### config.mk
export PLATFORM = sky130hd
export DESIGN_NAME = jcmd_queue
export DESIGN_NICKNAME = d
export VERILOG_FILES = /design/src/rtl/jcmd_pkg.sv /design/src/rtl/jcmd_queue.sv
export SDC_FILE = /design/constraint.sdc
export NUM_CORES = 1
export LEC_CHECK = 0
export BUFFER_PORTS_ARGS = -buffer_cell sky130_fd_sc_hd__buf_2
export CAP_MARGIN = 15
export CORE_AREA = 3 3 102 75
export DETAILED_ROUTE_END_ITERATION = 12
export DIE_AREA = 0 0 105 78
export HOLD_SLACK_MARGIN = 0.05
export PLACE_DENSITY = 0.89
export SLEW_MARGIN = 20
export SYNTH_ARGS = -nofsm -noshare
export SYNTH_HDL_FRONTEND = slang
export SYNTH_SLANG_ARGS = --single-unit
### constraint.sdc
create_clock -name clk -period 1.55 [get_ports clk]
set_input_delay 0.465 -clock clk [delete_from_list [all_inputs] [get_ports clk]]
set_output_delay 0.465 -clock clk [all_outputs]
set_load 0.05 [all_outputs]
### src/rtl/jcmd_pkg.sv
// ----------------------------------------------------------------------------
// jcmd_pkg
// Shared types, constants and the IUPAC decode table for the Jukes-Cantor
// mean distance core.
// ----------------------------------------------------------------------------
package jcmd_pkg;

  localparam int unsigned DefMaxTaxa = 1024;
  localparam int unsigned AccW       = 48;
  localparam int unsigned WeightW    = 16;
  localparam int unsigned TaxaW      = 11;
  localparam int unsigned DistW      = 20;
  localparam int unsigned LogFracW   = 24;
  localparam logic [31:0] Ln2Q32     = 32'd2977044472;
  localparam logic [DistW-1:0] OneQ16 = DistW'(65536);
  localparam logic [DistW-1:0] OutMax = {DistW{1'b1}};

  // register addresses (word index)
  localparam logic RegNumTaxa = 1'b0;

  // one finished alignment, handed from the front to the back
  typedef struct packed {
    logic [AccW-1:0] equal_total;
    logic [AccW-1:0] differ_total;
  } jcmd_totals_t;

  typedef enum logic [3:0] {
    ST_IDLE,
    ST_PREP,
    ST_CHECK,
    ST_DIV,
    ST_NORM,
    ST_SQ,
    ST_SQACC,
    ST_MUL3,
    ST_MULLN,
    ST_ROUND
  } jcmd_state_t;

  // decode an IUPAC character into a base mask (A=1, C=2, G=4, T=8)
  function automatic logic [3:0] base_mask(input logic [7:0] c);
    logic [3:0] m;
    m = 4'd0;
    unique case (c)
      8'h41: m = 4'd1;            // A
      8'h42: m = 4'd14;           // B
      8'h43: m = 4'd2;            // C
      8'h44: m = 4'd13;           // D
      8'h47: m = 4'd4;            // G
      8'h48: m = 4'd11;           // H
      8'h4B: m = 4'd12;           // K
      8'h4D: m = 4'd3;            // M
      8'h4E, 8'h4F, 8'h58,
      8'h3F, 8'h2D: m = 4'd15;    // N O X ? -
      8'h52: m = 4'd5;            // R
      8'h53: m = 4'd6;            // S
      8'h54, 8'h55: m = 4'd8;     // T U
      8'h56: m = 4'd7;            // V
      8'h57: m = 4'd9;            // W
      8'h59: m = 4'd10;           // Y
      default: m = 4'd0;
    endcase
    return m;
  endfunction

  // saturating accumulate at the accumulator width
  function automatic logic [AccW-1:0] sat_add(input logic [AccW-1:0] a,
                                              input logic [AccW-1:0] b);
    logic [AccW:0] s;
    s = {1'b0, a} + {1'b0, b};
    return s[AccW] ? {AccW{1'b1}} : s[AccW-1:0];
  endfunction

endpackage

### src/rtl/jcmd_queue.sv
// ----------------------------------------------------------------------------
// jcmd_queue
// Single-entry queue that holds one alignment's totals for the back end.
// ----------------------------------------------------------------------------
module jcmd_queue
  import jcmd_pkg::*;
(
  input  logic         clk,
  input  logic         rst,
  input  logic         push,
  input  jcmd_totals_t push_data,
  input  logic         pop,
  output logic         full,
  output jcmd_totals_t head
);

  // hold the entry until the back end takes it
  always_ff @(posedge clk) begin
    if (rst) begin
      full <= 1'b0;
    end else if (push) begin
      full <= 1'b1;
    end else if (pop) begin
      full <= 1'b0;
    end
  end

  always_ff @(posedge clk) begin
    if (push) begin
      head <= push_data;
    end
  end

endmodule

Word-level counts from Yosys, hierarchy flattened
Index checks and enable logic that the tools add are counted.
{ "totals": {"reg_bits": 97, "inputBits": 100} }
{ "classes": {"muxes": 2, "n_reduce_logical": 1} }
{ "op_table": {"columns": ["op", "n"], "rows": [
  ["$mux W1", 2],
  ["$reduce_bool A2 Y1", 1]
]} }

Longest topological paths before layout
{ "depth": {"word_depth": 2, "ltp_mapped": 2, "depth_no_buf": 2} }

Worst setup path after synthesis
Ideal clock, no wire load.
{ "synth_timing": {"path_kind": "register to output", "start": "register full", "end": "output full", "arrival_time_ns": 0.603, "t_required_ns": 1.085, "path_slack_ns": 0.482, "stages_incl_launch_ff": 1, "path_buffers": 0, "path_cell_list": "dfxtp_1"} }
{ "synth_rtl": {"columns": ["element", "line", "text"], "rows": [
  ["from (decl)", "jcmd_queue.sv:13", "output logic full,"],
  ["from (signal assigned)", "jcmd_queue.sv:20", "full <= 1'b0;"],
  ["from (signal assigned)", "jcmd_queue.sv:22", "full <= 1'b1;"],
  ["from (signal assigned)", "jcmd_queue.sv:24", "full <= 1'b0;"]
]} }
No word-level cell between the ends.

Final worst setup path
{ "layout_timing": {"start": "register head[42] (netlist bit)", "end": "output head[42] (netlist bit)"} }
{ "layout_rtl": {"columns": ["element", "line", "text"], "rows": [
  ["from (decl)", "jcmd_queue.sv:14", "output jcmd_totals_t head"],
  ["from (signal assigned)", "jcmd_queue.sv:30", "head <= push_data;"]
]} }
No word-level cell between the ends.

==> metrics.log <==
INFO  metric p_int = 3.97 mW
INFO  metric routed_wl = 6.86 mm
INFO  metric worst_hold_path_type = primary input to register
INFO  metric initialDrtViolationCount = 80
INFO  metric combinationalPowerShare = 0.191
INFO  metric max-vdd-ir-drop = 0.831 mV
INFO  metric hold_path_startpoint = rst
INFO  metric floorplan.die.height = 78 um
INFO  metric route.detailed.vias_per_inst = 4.32
INFO  metric number_of_nets_in_the_finished_design = 409
INFO  metric io-pin-count = 197
INFO  metric track_usage = 0.168
INFO  metric max_cap_viol_count = 0
INFO  metric critical_path_buf_inv_count = 1
INFO  metric synth.cell_area = 2920 um^2
INFO  metric wl_per_cell = 16.8 um
INFO  metric power.share.switching = 0.316
INFO  metric number_of_antenna_violations_at_the_first_check_in_global_routing = 0
INFO  metric numClockSinks = 97
INFO  metric diodes = 0
INFO  metric cts_tree = yes
INFO  metric nFillCells = 520
INFO  metric insertion_delay = 350 ps
INFO  metric first_pass_iters = 4
INFO  metric period_share = 0.944
INFO  metric crit_start = head[42]
INFO  metric layoutNonFillerInstCount = 408
INFO  metric cts_inserted_buffers = 9
INFO  metric crit_slowest_cell = sky130_fd_sc_hd__edfxtp_1
INFO  metric post_cts.repair.setup_buffers = 0
INFO  metric htreeDepth = 3
INFO  metric timing.critical_path.from_type = register
INFO  metric cp_top_family = flip-flops
INFO  metric clock-root-buffer = sky130_fd_sc_hd__clkbuf_8
INFO  metric layout.cells.most_common_list = 195 x sky130_fd_sc_hd__buf_2, 96 x sky130_fd_sc_hd__edfxtp_1, 9 x sky130_fd_sc_hd__clkbuf_8
INFO  metric reg2regPathDepth = 2
INFO  metric total_switching_power = 1.84 mW
INFO  metric syn_nets = 200
INFO  metric seq_power_share = 0.544
INFO  metric post_route_cells_drive_above_1_share = 0.685
INFO  metric most_area_consuming_cells_after_synthesis = sky130_fd_sc_hd__edfxtp_1 99%, sky130_fd_sc_hd__dfxtp_1 0.69%, sky130_fd_sc_hd__a21oi_2 0.30%
INFO  metric syn_to_final_growth = 45.8%
INFO  metric worst_r2r_startpoint = full
INFO  metric hold-path-cell-count = 2
INFO  metric drc_errors = 0
INFO  metric list_of_cells_traversed_by_the_critical_path = buf_2
INFO  metric postCtsResizedCells = 0
INFO  metric overflow = 0
INFO  metric cts-hold-fix-buffers = 0
INFO  metric yosysWarnings = 0
INFO  metric gp_routability_congestion = 0.738
INFO  metric biggest_cell_delay_along_the_critical_path = 410 ps
INFO  metric seq_area = 2900 um^2
INFO  metric setup_viol = 0
INFO  metric final-max-slew-violation-count = 0
INFO  metric cp_num_cells = 1
INFO  metric ys_ff_latch = 97
INFO  metric numPortBuffers = 196
INFO  metric crit_arrival = 1000 ps
INFO  metric multi_input_area = 15.0 um^2
INFO  metric rsz0062_at_grt = false
INFO  metric total_power = 5.80 mW
INFO  metric timing.final.hold_violations = 0
INFO  metric syn_inst = 100
INFO  metric netlist.area_leader.share = 0.987
INFO  metric fin_worst_hold_slack = 268 ps
INFO  metric crit_fanout = 1
INFO  metric worst-setup-path-type = register to output port
INFO  metric rows = 25
INFO  metric cts.reportedPaths.clkPinSlew = 100 ps
INFO  metric drt.antenna.violating_nets = 0
INFO  metric timing.fmax = 683 MHz
INFO  metric share_of_synthesized_area_occupied_by_flip_flops_and_latches = 0.994
INFO  metric fp.dieArea = 8190 um^2
INFO  metric final.setup.tns = 0 ps
INFO  metric width_of_the_die = 105 um
INFO  metric grt_first_pass_wirelength = 10.0 mm
INFO  metric grt_start_max_net_pins = 57
INFO  metric final_period_minus_worst_setup_slack = 1460 ps
INFO  metric power_density = 1360 nW/um^2
INFO  metric static-leakage-power = 1.85 nW
INFO  metric placed_cells_incl_taps = 392
INFO  metric finalClockSkew = 0 ps
INFO  metric synth_area_per_cell = 29.2 um^2
INFO  metric route.vias.total = 1761
INFO  metric run_status = finished clean
INFO  metric timing.slew.headroom = 0.802
INFO  metric floorplan.initialDensity = 0.436
INFO  metric core-area = 6690 um^2
INFO  metric worst-endpoint-required = 1080 ps
INFO  metric cts_max_path_buffers = 2
INFO  metric clkPwrFrac = 0.265
INFO  metric synth_cell_types = 5
INFO  metric tightest_pin_transition = 297 ps
INFO  metric netlist.top_cell.by_area = sky130_fd_sc_hd__edfxtp_1
INFO  metric critPathCaptureType = output port
INFO  metric grt_pass1_vias = 1954
INFO  metric mostFrequentLayoutCell = sky130_fd_sc_hd__buf_2
[layer usage]
layer  wire, um  part of all wire  track usage
met3        922              0.13        0.121
met1       2150              0.31        0.155
met5          0                 0            0
met2       3600              0.52        0.284
met4        186             0.027       0.0721
[registers in the layout, indices dropped and copies added, names as in the netlist]
signal	flops
full	1
head	96
[worst paths after layout]
check	slack, ps	to
setup / recovery	90	head[42]
hold / removal	270	full
setup reg to reg	900	full
hold reg to reg	520	full
[logic make-up (layout without fill, tap and decap cells)]
group,count (synthesis),count (layout),share of synthesized area
flops,97,97,0.994
simple gates,1,1,0.00214
buf+inv,1,215,0.00128
compound gates,1,1,0.00300
[final cells by class]
cell class,count,area share
clock buffer,9,0.0291
clock inverter,7,0.0170
inverter,1,0.000881
multi-input combinational,2,0.00353
sequential,97,0.682
tap,94,0.0276
timing repair buffer,198,0.240
[power by group through the flow]
stage	Sequential (mW)	Clock [mW]	Combinational [mW]
after floorplan	3.95	0	0.00291
after global placement	3.21	0	1.10
after detailed placement	3.22	0	1.12
after CTS	3.16	1.60	1.12
after global routing	3.18	1.70	1.15
final	3.16	1.54	1.11
[synthesized netlist by cell type, drive strengths merged]
| cell | n |
|---|---|
| dfxtp | 1 |
| nand2b | 1 |
| inv | 1 |
| a21oi | 1 |
| edfxtp | 96 |
[through the flow]
step	util	instance area, um^2	setup WS [ps]
after floorplan	-	2920	482
after global placement	0.607	4060	357
after detailed placement	0.607	4060	327
after CTS	0.636	4260	70.9
after global routing	0.636	4260	17.0
final	0.636	4260	86.7
(Power assumes the default switching activity.)
