--- config.mk ---
export PLATFORM = sky130hd
export DESIGN_NAME = jcmd_front
export DESIGN_NICKNAME = d
export VERILOG_FILES = /design/src/rtl/jcmd_pkg.sv /design/src/rtl/jcmd_front.sv
export SDC_FILE = /design/constraint.sdc
export NUM_CORES = 2
export LEC_CHECK = 0
export ABC_CLOCK_PERIOD_IN_PS = 18100
export BUFFER_PORTS_ARGS = -buffer_cell sky130_fd_sc_hd__buf_4
export CAP_MARGIN = 20
export CORE_AREA = 2 2 345 211
export CTS_BUF_LIST = sky130_fd_sc_hd__clkbuf_16
export DETAILED_ROUTE_END_ITERATION = 12
export DIE_AREA = 0 0 347 213
export PLACE_DENSITY = 0.61
export SYNTH_ARGS = -nofsm -noshare
export SYNTH_HDL_FRONTEND = slang
export SYNTH_SLANG_ARGS = --single-unit
--- constraint.sdc ---
create_clock -name clk -period 18.1 [get_ports clk]
set_input_delay 1.81 -clock clk [delete_from_list [all_inputs] [get_ports clk]]
set_output_delay 1.81 -clock clk [all_outputs]
set_load 0.01 [all_outputs]
--- src/rtl/jcmd_pkg.sv ---
// ----------------------------------------------------------------------------
// jcmd_pkg
// Shared types, constants and the IUPAC decode table for the Jukes-Cantor
// mean distance core.
// ----------------------------------------------------------------------------
package jcmd_pkg;

  localparam int unsigned DefMaxTaxa = 1024;
  localparam int unsigned AccW       = 48;
  localparam int unsigned WeightW    = 16;
  localparam int unsigned TaxaW      = 11;
  localparam int unsigned DistW      = 20;
  localparam int unsigned LogFracW   = 24;
  localparam logic [31:0] Ln2Q32     = 32'd2977044472;
  localparam logic [DistW-1:0] OneQ16 = DistW'(65536);
  localparam logic [DistW-1:0] OutMax = {DistW{1'b1}};

  // register addresses (word index)
  localparam logic RegNumTaxa = 1'b0;

  // one finished alignment, handed from the front to the back
  typedef struct packed {
    logic [AccW-1:0] equal_total;
    logic [AccW-1:0] differ_total;
  } jcmd_totals_t;

  typedef enum logic [3:0] {
    ST_IDLE,
    ST_PREP,
    ST_CHECK,
    ST_DIV,
    ST_NORM,
    ST_SQ,
    ST_SQACC,
    ST_MUL3,
    ST_MULLN,
    ST_ROUND
  } jcmd_state_t;

  // decode an IUPAC character into a base mask (A=1, C=2, G=4, T=8)
  function automatic logic [3:0] base_mask(input logic [7:0] c);
    logic [3:0] m;
    m = 4'd0;
    unique case (c)
      8'h41: m = 4'd1;            // A
      8'h42: m = 4'd14;           // B
      8'h43: m = 4'd2;            // C
      8'h44: m = 4'd13;           // D
      8'h47: m = 4'd4;            // G
      8'h48: m = 4'd11;           // H
      8'h4B: m = 4'd12;           // K
      8'h4D: m = 4'd3;            // M
      8'h4E, 8'h4F, 8'h58,
      8'h3F, 8'h2D: m = 4'd15;    // N O X ? -
      8'h52: m = 4'd5;            // R
      8'h53: m = 4'd6;            // S
      8'h54, 8'h55: m = 4'd8;     // T U
      8'h56: m = 4'd7;            // V
      8'h57: m = 4'd9;            // W
      8'h59: m = 4'd10;           // Y
      default: m = 4'd0;
    endcase
    return m;
  endfunction

  // saturating accumulate at the accumulator width
  function automatic logic [AccW-1:0] sat_add(input logic [AccW-1:0] a,
                                              input logic [AccW-1:0] b);
    logic [AccW:0] s;
    s = {1'b0, a} + {1'b0, b};
    return s[AccW] ? {AccW{1'b1}} : s[AccW-1:0];
  endfunction

endpackage

--- src/rtl/jcmd_front.sv ---
// ----------------------------------------------------------------------------
// jcmd_front
// Decodes characters, pairs each taxon with the earlier taxa of its site
// through per-base counts, and accumulates weighted equal/differ totals.
// ----------------------------------------------------------------------------
module jcmd_front
  import jcmd_pkg::*;
#(
  parameter int unsigned MAX_TAXA = DefMaxTaxa
) (
  input  logic               clk,
  input  logic               rst,
  input  logic               accept,
  input  logic [7:0]         base_char,
  input  logic [WeightW-1:0] column_weight,
  input  logic               last_of_site,
  input  logic               last_of_alignment,
  output logic               last_pending,
  output logic               push,
  output jcmd_totals_t       push_data
);

  localparam int unsigned CntW  = $clog2(MAX_TAXA + 1);
  localparam int unsigned MsumW = $clog2(4 * MAX_TAXA + 1);
  localparam int unsigned EqW   = CntW + 2;
  localparam int unsigned CmbW  = MsumW + 3;
  localparam logic [CntW-1:0]  CntMax  = CntW'(MAX_TAXA);
  localparam logic [MsumW-1:0] MsumMax = MsumW'(4 * MAX_TAXA);

  logic [CntW-1:0]  base_seen_count [4];
  logic [MsumW-1:0] mask_bits_sum;
  logic [AccW-1:0]  equal_total;
  logic [AccW-1:0]  differ_total;

  logic [WeightW+EqW-1:0]  prod_eq;
  logic [WeightW+CmbW-1:0] prod_df;
  logic                    s2_valid;
  logic                    s2_last;

  logic [3:0]      m;
  logic [2:0]      pc;
  logic [EqW-1:0]  eq;
  logic [CmbW-1:0] combos;
  logic [CmbW-1:0] df;
  logic [MsumW:0]  msum_add;
  logic [AccW-1:0] eq_acc;
  logic [AccW-1:0] df_acc;

  // count shared and crossed base combinations against earlier taxa
  always_comb begin
    m  = base_mask(base_char);
    pc = 3'(m[0]) + 3'(m[1]) + 3'(m[2]) + 3'(m[3]);
    eq = '0;
    for (int b = 0; b < 4; b++) begin
      if (m[b]) begin
        eq = eq + EqW'(base_seen_count[b]);
      end
    end
    combos   = CmbW'(pc) * CmbW'(mask_bits_sum);
    df       = (combos > CmbW'(eq)) ? combos - CmbW'(eq) : '0;
    msum_add = (MsumW+1)'(mask_bits_sum) + (MsumW+1)'(pc);
  end

  // update per-site counts and register weighted products
  always_ff @(posedge clk) begin
    if (rst) begin
      for (int b = 0; b < 4; b++) begin
        base_seen_count[b] <= '0;
      end
      mask_bits_sum <= '0;
      s2_valid      <= 1'b0;
      s2_last       <= 1'b0;
    end else begin
      s2_valid <= accept;
      s2_last  <= accept & last_of_alignment;
      if (accept) begin
        if (last_of_site || last_of_alignment) begin
          for (int b = 0; b < 4; b++) begin
            base_seen_count[b] <= '0;
          end
          mask_bits_sum <= '0;
        end else begin
          for (int b = 0; b < 4; b++) begin
            if (m[b] && base_seen_count[b] < CntMax) begin
              base_seen_count[b] <= base_seen_count[b] + CntW'(1);
            end
          end
          mask_bits_sum <= (msum_add > (MsumW+1)'(MsumMax)) ? MsumMax
                                                            : msum_add[MsumW-1:0];
        end
      end
    end
  end

  always_ff @(posedge clk) begin
    if (accept) begin
      prod_eq <= (WeightW+EqW)'(column_weight) * (WeightW+EqW)'(eq);
      prod_df <= (WeightW+CmbW)'(column_weight) * (WeightW+CmbW)'(df);
    end
  end

  // accumulate, hand totals over on the final beat
  always_comb begin
    eq_acc = sat_add(equal_total, AccW'(prod_eq));
    df_acc = sat_add(differ_total, AccW'(prod_df));
  end

  always_ff @(posedge clk) begin
    if (rst) begin
      equal_total  <= '0;
      differ_total <= '0;
    end else if (s2_valid) begin
      if (s2_last) begin
        equal_total  <= '0;
        differ_total <= '0;
      end else begin
        equal_total  <= eq_acc;
        differ_total <= df_acc;
      end
    end
  end

  assign last_pending           = s2_valid & s2_last;
  assign push                   = s2_valid & s2_last;
  assign push_data.equal_total  = eq_acc;
  assign push_data.differ_total = df_acc;

endmodule

Word-level counts from Yosys, hierarchy flattened
Memory sizes are Yosys's and may differ from the RTL's.
Cells that the tools add are included.
- muxes and demuxes: 46
- multipliers: 3
- reduce and logical (&&, ||, !) cells: 7
- add/subtract/negate cells: 14
- bitwise logic cells: 10
- order comparisons: 6
- equal/unequal tests: 20
- operators with widths (cell ; number):
    $mux W48 ; 4
    $eq A8 B7 Y1 const B ; 18
    $mux W11 ; 9
    $mux W13 ; 5
    $pmux W4 S15 ; 1
    $add A48 B29 Y49 ; 1
    $add A48 B32 Y49 ; 1
    $add A11 B1 Y11 const B ; 4
    $lt A11 B11 Y1 const B ; 4
    $add A13 B11 Y13 ; 3
    $mul A16 B16 Y32 ; 1
    $mul A16 B13 Y29 ; 1
    $mux W1 ; 26
    $eq A8 B6 Y1 const B ; 2
    $gt A16 B13 Y1 ; 1
    $mul A3 B13 Y16 ; 1
    $mux W16 ; 1
    $sub A16 B13 Y16 ; 1
    $add A13 B3 Y14 ; 1
    $gt A14 B13 Y1 const B ; 1
    $or A1 B1 Y1 ; 8
    $reduce_or A5 Y1 ; 1
    $logic_and A1 B1 Y1 ; 4
    $add A2 B1 Y3 ; 1
    5 further kinds ; 6
- memories kept: 1
- input bits: 29
- RAM bits: 44
- register bits: 172
- memory list (memory ; depth ; width ; read ports ; clocked after Yosys merged registers in ; write ports ; RTL line ; text):
    base_seen_count ; 4 ; 11 ; 4 ; 0 ; 4 ; jcmd_front.sv:30 ; logic [CntW-1:0] base_seen_count [4];

Longest topological paths before layout
- depth in word-level cells: 13
- depth in mapped cells: 66
- depth with buffers taken out: 61

Worst setup path before layout
No wires, ideal clock.
- kind: input port to flip-flop
- start point: in base_char[2]
- end point: reg prod_df[30] (data pin)
- buffers on the path: 6
- setup time: 0.264 ns
- arrival time: 14.380 ns
- slack: 3.457 ns
- stages on the path: 63
- path through: buf_2 > xnor2_1 > a21oi_1 > a2bb2oi_1 > o22ai_1 > a21o_1 > clkbuf_1 > clkbuf_1 > and2_1 > ha_1 > a211oi_1 > o21ai_0 > a31oi_1 > xor2_1 > nor2_1 > a21o_1 > ha_1 > a21o_1 > [... 27 more ...] > fa_1 > inv_1 > fa_1 > inv_1 > fa_1 > inv_1 > fa_1 > inv_1 > ha_1 > a21oi_1 > nor2_1 > a211oi_1 > o31ai_1 > a41oi_1 > o21ai_0 > a311o_1 > a221oi_1 > xnor2_1
- word-level cells in the longest chain between the ends: 13
- elaborated cells between the ends (all ways): 38
- those cells by class: 7 x add/sub; 2 x mul; 1 x order compare; 20 x eq/ne; 6 x mux; 2 x reduce/logical
- RTL lines (item ; RTL line ; text):
    start: declaration ; jcmd_front.sv:14 ; input logic [7:0] base_char,
    $eq A8 B7 Y1 / $eq A8 B6 Y1 (equally long branches) ; jcmd_pkg.sv:44 ; unique case (c)
    $reduce_or A5 Y1 / $reduce_or A2 Y1 (equally long branches) ; jcmd_pkg.sv:44 ;
    $pmux W4 S15 * ; jcmd_pkg.sv:44 ;
    $mux W11 ; jcmd_front.sv:55 ; if (m[b]) begin
    $add A13 B11 Y13 ; jcmd_front.sv:56 ; eq = eq + EqW'(base_seen_count[b]);
    $mux W13 ; jcmd_front.sv:55 ;
    $add A13 B11 Y13 ; jcmd_front.sv:56 ;
    $mux W13 ; jcmd_front.sv:55 ;
    $add A13 B11 Y13 ; jcmd_front.sv:56 ;
    $mux W13 ; jcmd_front.sv:55 ;
    $sub A16 B13 Y16 / $gt A16 B13 Y1 (equally long branches) ; jcmd_front.sv:60 ; df = (combos > CmbW'(eq)) ? combos - CmbW'(eq) : '0;
    $mux W16 * ; jcmd_front.sv:60 ;
    $mul A16 B16 Y32 * ; jcmd_front.sv:98 ; prod_df <= (WeightW+CmbW)'(column_weight) * (WeightW+CmbW)'(df);
    end signal: assignment ; jcmd_front.sv:98 ;
    end: declaration ; jcmd_front.sv:36 ; logic [WeightW+CmbW-1:0] prod_df;
Mark *: on every way between the ends. The rest lies on a longest branch, timed or not.
A chain may end at the register's enable or synchronous reset.

Worst setup path in the final report
Ends and elaborated chain as after synthesis.

==> run summary <==
Timing would allow up to 0.06353 GHz. The logs give 216 for the number of clock sinks seen by CTS and 31560 µm² for the post-synthesis instance area. For this run, the leading register cell type out of synthesis is sky130_fd_sc_hd__dfxtp_1.

The first global-routing pass estimated 140200 µm of wire. The cell type group with the largest total delay on the critical path is compound AO/OA/AOI/OAI gates. The post-CTS setup-driven buffer insertion count came out at 0. Synthesis produced 3706 cells. The flow ran to the end, and the final reports show no timing, DRC or antenna violations. For the initial standard-cell utilization of the core, the log shows 44.55%. The die covers 73910 µm². Along the worst path, the maximum fanout reaches 20. Net switching is 45.83% of the power. After synthesis, the mean cell area works out to 8.516 µm². The run gives 18.3% as the clock power share. The tools report the met3 global-route usage as 4.591%. Once detailed placement completed, the half-perimeter wirelength came to 68420 µm. Count of pins on the block boundary: 127.

Class of the tightest hold or removal check: reg -> reg. The worst pin sits at a relative slew slack of 26.85%. For the cell area after placement, the log shows 33220 µm².

Final cycle utilization of the critical path: 86.96%. Buffer cell driving the clock tree root: sky130_fd_sc_hd__clkbuf_16. The width of the die is 347 µm, and the number of clock buffers inserted by TritonCTS is 24. After detailed routing, the number of vias per cell comes to 5.490.

No sink is reached through more buffers than the 3 on the longest clock path. The worst setup path is captured at a flop. Global routing used 34.20% of the available met2 tracks. The number of nets with antenna violations after detailed routing was 0. The total of buffers placed on input and output ports works out to 126. In this run the biggest area consumer among cell types represents 23.34% of the synthesized area. For this block, the initial DRC count from the detailed router was 1989.

The tools report the count of nets after finishing as 4431. Max-cap violations in this run came to 0. At the later pin of the worst-skew pair, clock insertion delay measures 0.59 ns. The initial antenna violation count was 0; the proportion of power drawn by combinational gates was 59.0%.

The number of global-route vias before repair is 24710. During synthesis, Yosys emitted a total of 0 warnings. Sequential cells were found to cover 16.68% of the synthesized design area.

The max-slew violation count was 0. The most numerous cell type found on the critical path is sky130_fd_sc_hd__fa_1. For this run, design rule violations remaining after detail routing come to 0. The run gives 87 as the number of distinct library cells after synthesis.

For the worst setup path, the data arrival time is 16.08 ns. The setup path with the least slack is of type in -> reg. The number of iterations in the first detailed-routing pass is 5. The proportion of power drawn by flip-flops and latches was 22.7%. The hold buffer count at CTS was 0.

The global routing stage identified its most utilized layer as met1. The final hold violation count was 0; the data required time of the worst path was 18.44 ns. The number of enable flip-flop cells after synthesis is 94, and the layout overhead on the synthesized area is 7.862%. The most area-hungry cell type in the Yosys netlist is sky130_fd_sc_hd__fa_1. The critical path contains buffers and inverters numbering 7 combined.

For the final sum of negative setup slack, the log shows 0 ns. The maximum vdd ir drop was 0.06986 mV. The detailed router placed 25670 vias in this run.

The analysis attributes to net switching a power of 1292 µW. After floorplanning, the core was divided into 76 placement rows. The internal portion of the total power is 1528 µW.

Summed over all layers, the routed wires come to 87820 µm. The run gives 1 as the total number of H-tree levels. The floorplan step set the die height to 213 µm. The ratio of cells with drive above 1 in the final layout was 7.005%.

The number of antenna diodes is 0, and the worst stage delay on the critical path is 0.80 ns. The detailed-route wire length per cell was 18.78 µm. TritonCTS built the clock tree.

Counting flops with an async set or reset pin after synthesis yields a share of 0%. The slowest stage cell on the critical path is sky130_fd_sc_hd__nor2_1. On the final layout, the worst clock skew is 0.05396 ns. The congestion estimate from routability-driven global placement came to 0.8787. Setup violations remaining at the end of the flow were counted as 0. For the pin with the worst max-slew slack, the measured transition is 1.097 ns. The combined global-route utilization of all metal layers came out at 23.90%.

Dividing total power by cell area gives a power density of 82.84 nW/µm². The tools report the static leakage as 0.01658 µW. The setup slack on the worst flop-to-flop path is 4.40 ns, and the total global routing overflow is 0. After clock tree synthesis, the clock-pin slew on the worst setup and hold paths is 0.08 ns. Entering global routing, the biggest net connects 62 pins. The kind of launch point of the worst setup path is an input port.

The number of instances resized during post-cts repair is 0, and the final standard cell area without fillers is 34040 µm². Counting every net in the synthesized netlist gives 4415. The minimum clock period was 15.74 ns. Setup repair after global routing left no endpoint under its margin. In the post-synthesis netlist, the biggest area contributors are sky130_fd_sc_hd__fa_1, sky130_fd_sc_hd__ha_1, sky130_fd_sc_hd__edfxtp_1, sky130_fd_sc_hd__dfxtp_1, sky130_fd_sc_hd__nand2_1. Global routing consumed, on the met1 layer, 37.17% of the routing resources. The placeable core region is 70840 µm², and the number of synthesized register bits is 216.
[placed cells by master (no fill, tap or decap), types with 10 or more instances in the layout]
| cell | instances |
|---|---|
| sky130_fd_sc_hd__or3_1 | 16 |
| sky130_fd_sc_hd__a31oi_1 | 37 |
| sky130_fd_sc_hd__a311oi_1 | 12 |
| sky130_fd_sc_hd__nor2_1 | 187 |
| sky130_fd_sc_hd__nand2_1 | 548 |
| sky130_fd_sc_hd__fa_1 | 368 |
| sky130_fd_sc_hd__or2_2 | 17 |
| sky130_fd_sc_hd__o211ai_1 | 24 |
| sky130_fd_sc_hd__nor2b_1 | 30 |
| sky130_fd_sc_hd__a22o_1 | 51 |
| sky130_fd_sc_hd__dfxtp_1 | 122 |
| sky130_fd_sc_hd__o21ai_0 | 118 |
| sky130_fd_sc_hd__and2_1 | 196 |
| sky130_fd_sc_hd__mux2_2 | 13 |
| sky130_fd_sc_hd__nor3_1 | 40 |
| sky130_fd_sc_hd__nand2b_1 | 34 |
| sky130_fd_sc_hd__inv_1 | 496 |
| sky130_fd_sc_hd__o31ai_1 | 14 |
| sky130_fd_sc_hd__a21oi_1 | 176 |
| sky130_fd_sc_hd__xor2_1 | 77 |
| sky130_fd_sc_hd__nand4_1 | 26 |
| sky130_fd_sc_hd__clkbuf_16 | 25 |
| sky130_fd_sc_hd__and4_1 | 10 |
| sky130_fd_sc_hd__a21o_1 | 71 |
| sky130_fd_sc_hd__and3_1 | 30 |
| sky130_fd_sc_hd__o21a_1 | 28 |
| sky130_fd_sc_hd__ha_1 | 312 |
| sky130_fd_sc_hd__a22oi_1 | 19 |
| sky130_fd_sc_hd__a211oi_1 | 25 |
| sky130_fd_sc_hd__xnor2_1 | 125 |
| sky130_fd_sc_hd__edfxtp_1 | 94 |
| sky130_fd_sc_hd__buf_4 | 155 |
| sky130_fd_sc_hd__o21bai_1 | 25 |
| sky130_fd_sc_hd__nand3_1 | 51 |
[cell families (layout without fill, tap and decap cells)]
| group | after synthesis | after routing | share of synthesized area [%] |
|---|---|---|---|
| flip-flops | 216 | 216 | 16.68 |
| AO/OA/AOI/OAI | 691 | 691 | 14.53 |
| buffers and inverters | 663 | 697 | 8.116 |
| AND/OR/NAND/NOR | 1228 | 1228 | 18.41 |
| XOR/XNOR | 203 | 203 | 5.658 |
| multiplexers | 24 | 24 | 0.8524 |
| adder cells (fa/ha/maj) | 681 | 681 | 35.75 |
[sequential cells by signal (all words and copies together) (netlist names)]
register,flops
differ_total,48
equal_total,48
base_seen_count,44
prod_df,32
prod_eq,29
mask_bits_sum,13
s2_last,1
s2_valid,1
[metal layers]
metal	vias to the layer above	share of wire, %	routed length [µm]
met5	-	0	0
met4	0	2.0	1775
met3	98	7.7	6719
li1	12300	-	-
met1	12510	50	44030
met2	764	40	35300
[worst reg2reg max path: cells and delay by family, from the launching register on]
family	cells	cell delay (ns)
flops	1	0.52
simple gates	8	1.65
fa+ha+maj	12	5.04
mux	2	0.76
buf+inv	6	0.58
compound gates	18	4.49
xor+xnor	4	0.44
[synth_stat cells (30+ instances only)]
master and n:
sky130_fd_sc_hd__nand2b_1 34, sky130_fd_sc_hd__nor2_1 191, sky130_fd_sc_hd__nor2b_1 30, sky130_fd_sc_hd__a31oi_1 37, sky130_fd_sc_hd__and3_1 30, sky130_fd_sc_hd__nand3_1 51, sky130_fd_sc_hd__nand2_1 548, sky130_fd_sc_hd__clkbuf_1 127
sky130_fd_sc_hd__a21o_1 71, sky130_fd_sc_hd__inv_1 493, sky130_fd_sc_hd__edfxtp_1 94, sky130_fd_sc_hd__and2_1 196, sky130_fd_sc_hd__nor3_1 41, sky130_fd_sc_hd__dfxtp_1 122, sky130_fd_sc_hd__a22o_1 51, sky130_fd_sc_hd__ha_1 312
sky130_fd_sc_hd__buf_2 31, sky130_fd_sc_hd__o21ai_0 118, sky130_fd_sc_hd__xor2_1 77, sky130_fd_sc_hd__a21oi_1 176, sky130_fd_sc_hd__fa_1 368, sky130_fd_sc_hd__xnor2_1 125
[path summary, 6_finish.rpt]
kind                         start              to  depth (start not counted)
max                   base_char[2]     prod_df[30]                         56
min                 equal_total[0]  equal_total[0]                          2
max reg2reg  base_seen_count[0][0]     prod_df[30]                         50
min reg2reg         equal_total[0]  equal_total[0]                          2
[final cells by class]
type,instances,area (µm²)
clock inverters,19,176.4
repair buffers,155,1164
clock buffers,25,625.6
well taps,936,1171
flip-flops and latches,216,5265
fillers,6895,36800
inverters,498,1869
multi-input cells,2827,23770
[power by group through the flow]
stage	Clock, µW	Sequential, µW	Combinational, µW
global route	543	645	1870
CTS	525	641	1670
floorplan	0	628	1130
detailed placement	0	651	1660
global placement	0	652	1640
finish	517	641	1660
[per-stage QoR]
stage          hold WS [ns]  setup WS, ns  std cells  util [%]  total power [µW]
2_1_floorplan        0.4440         3.457       3706         -              1761
5_1_grt              0.4921         1.086       4676     48.05              3056
3_5_place_dp         0.4616         1.761       4630     46.90              2310
3_3_place_gp         0.4610         2.195       4630     46.90              2296
4_1_cts              0.4730         2.348       4674     48.03              2838
6_report             0.4766         2.361       4676     48.05              2820
(Power assumes the default switching activity.)
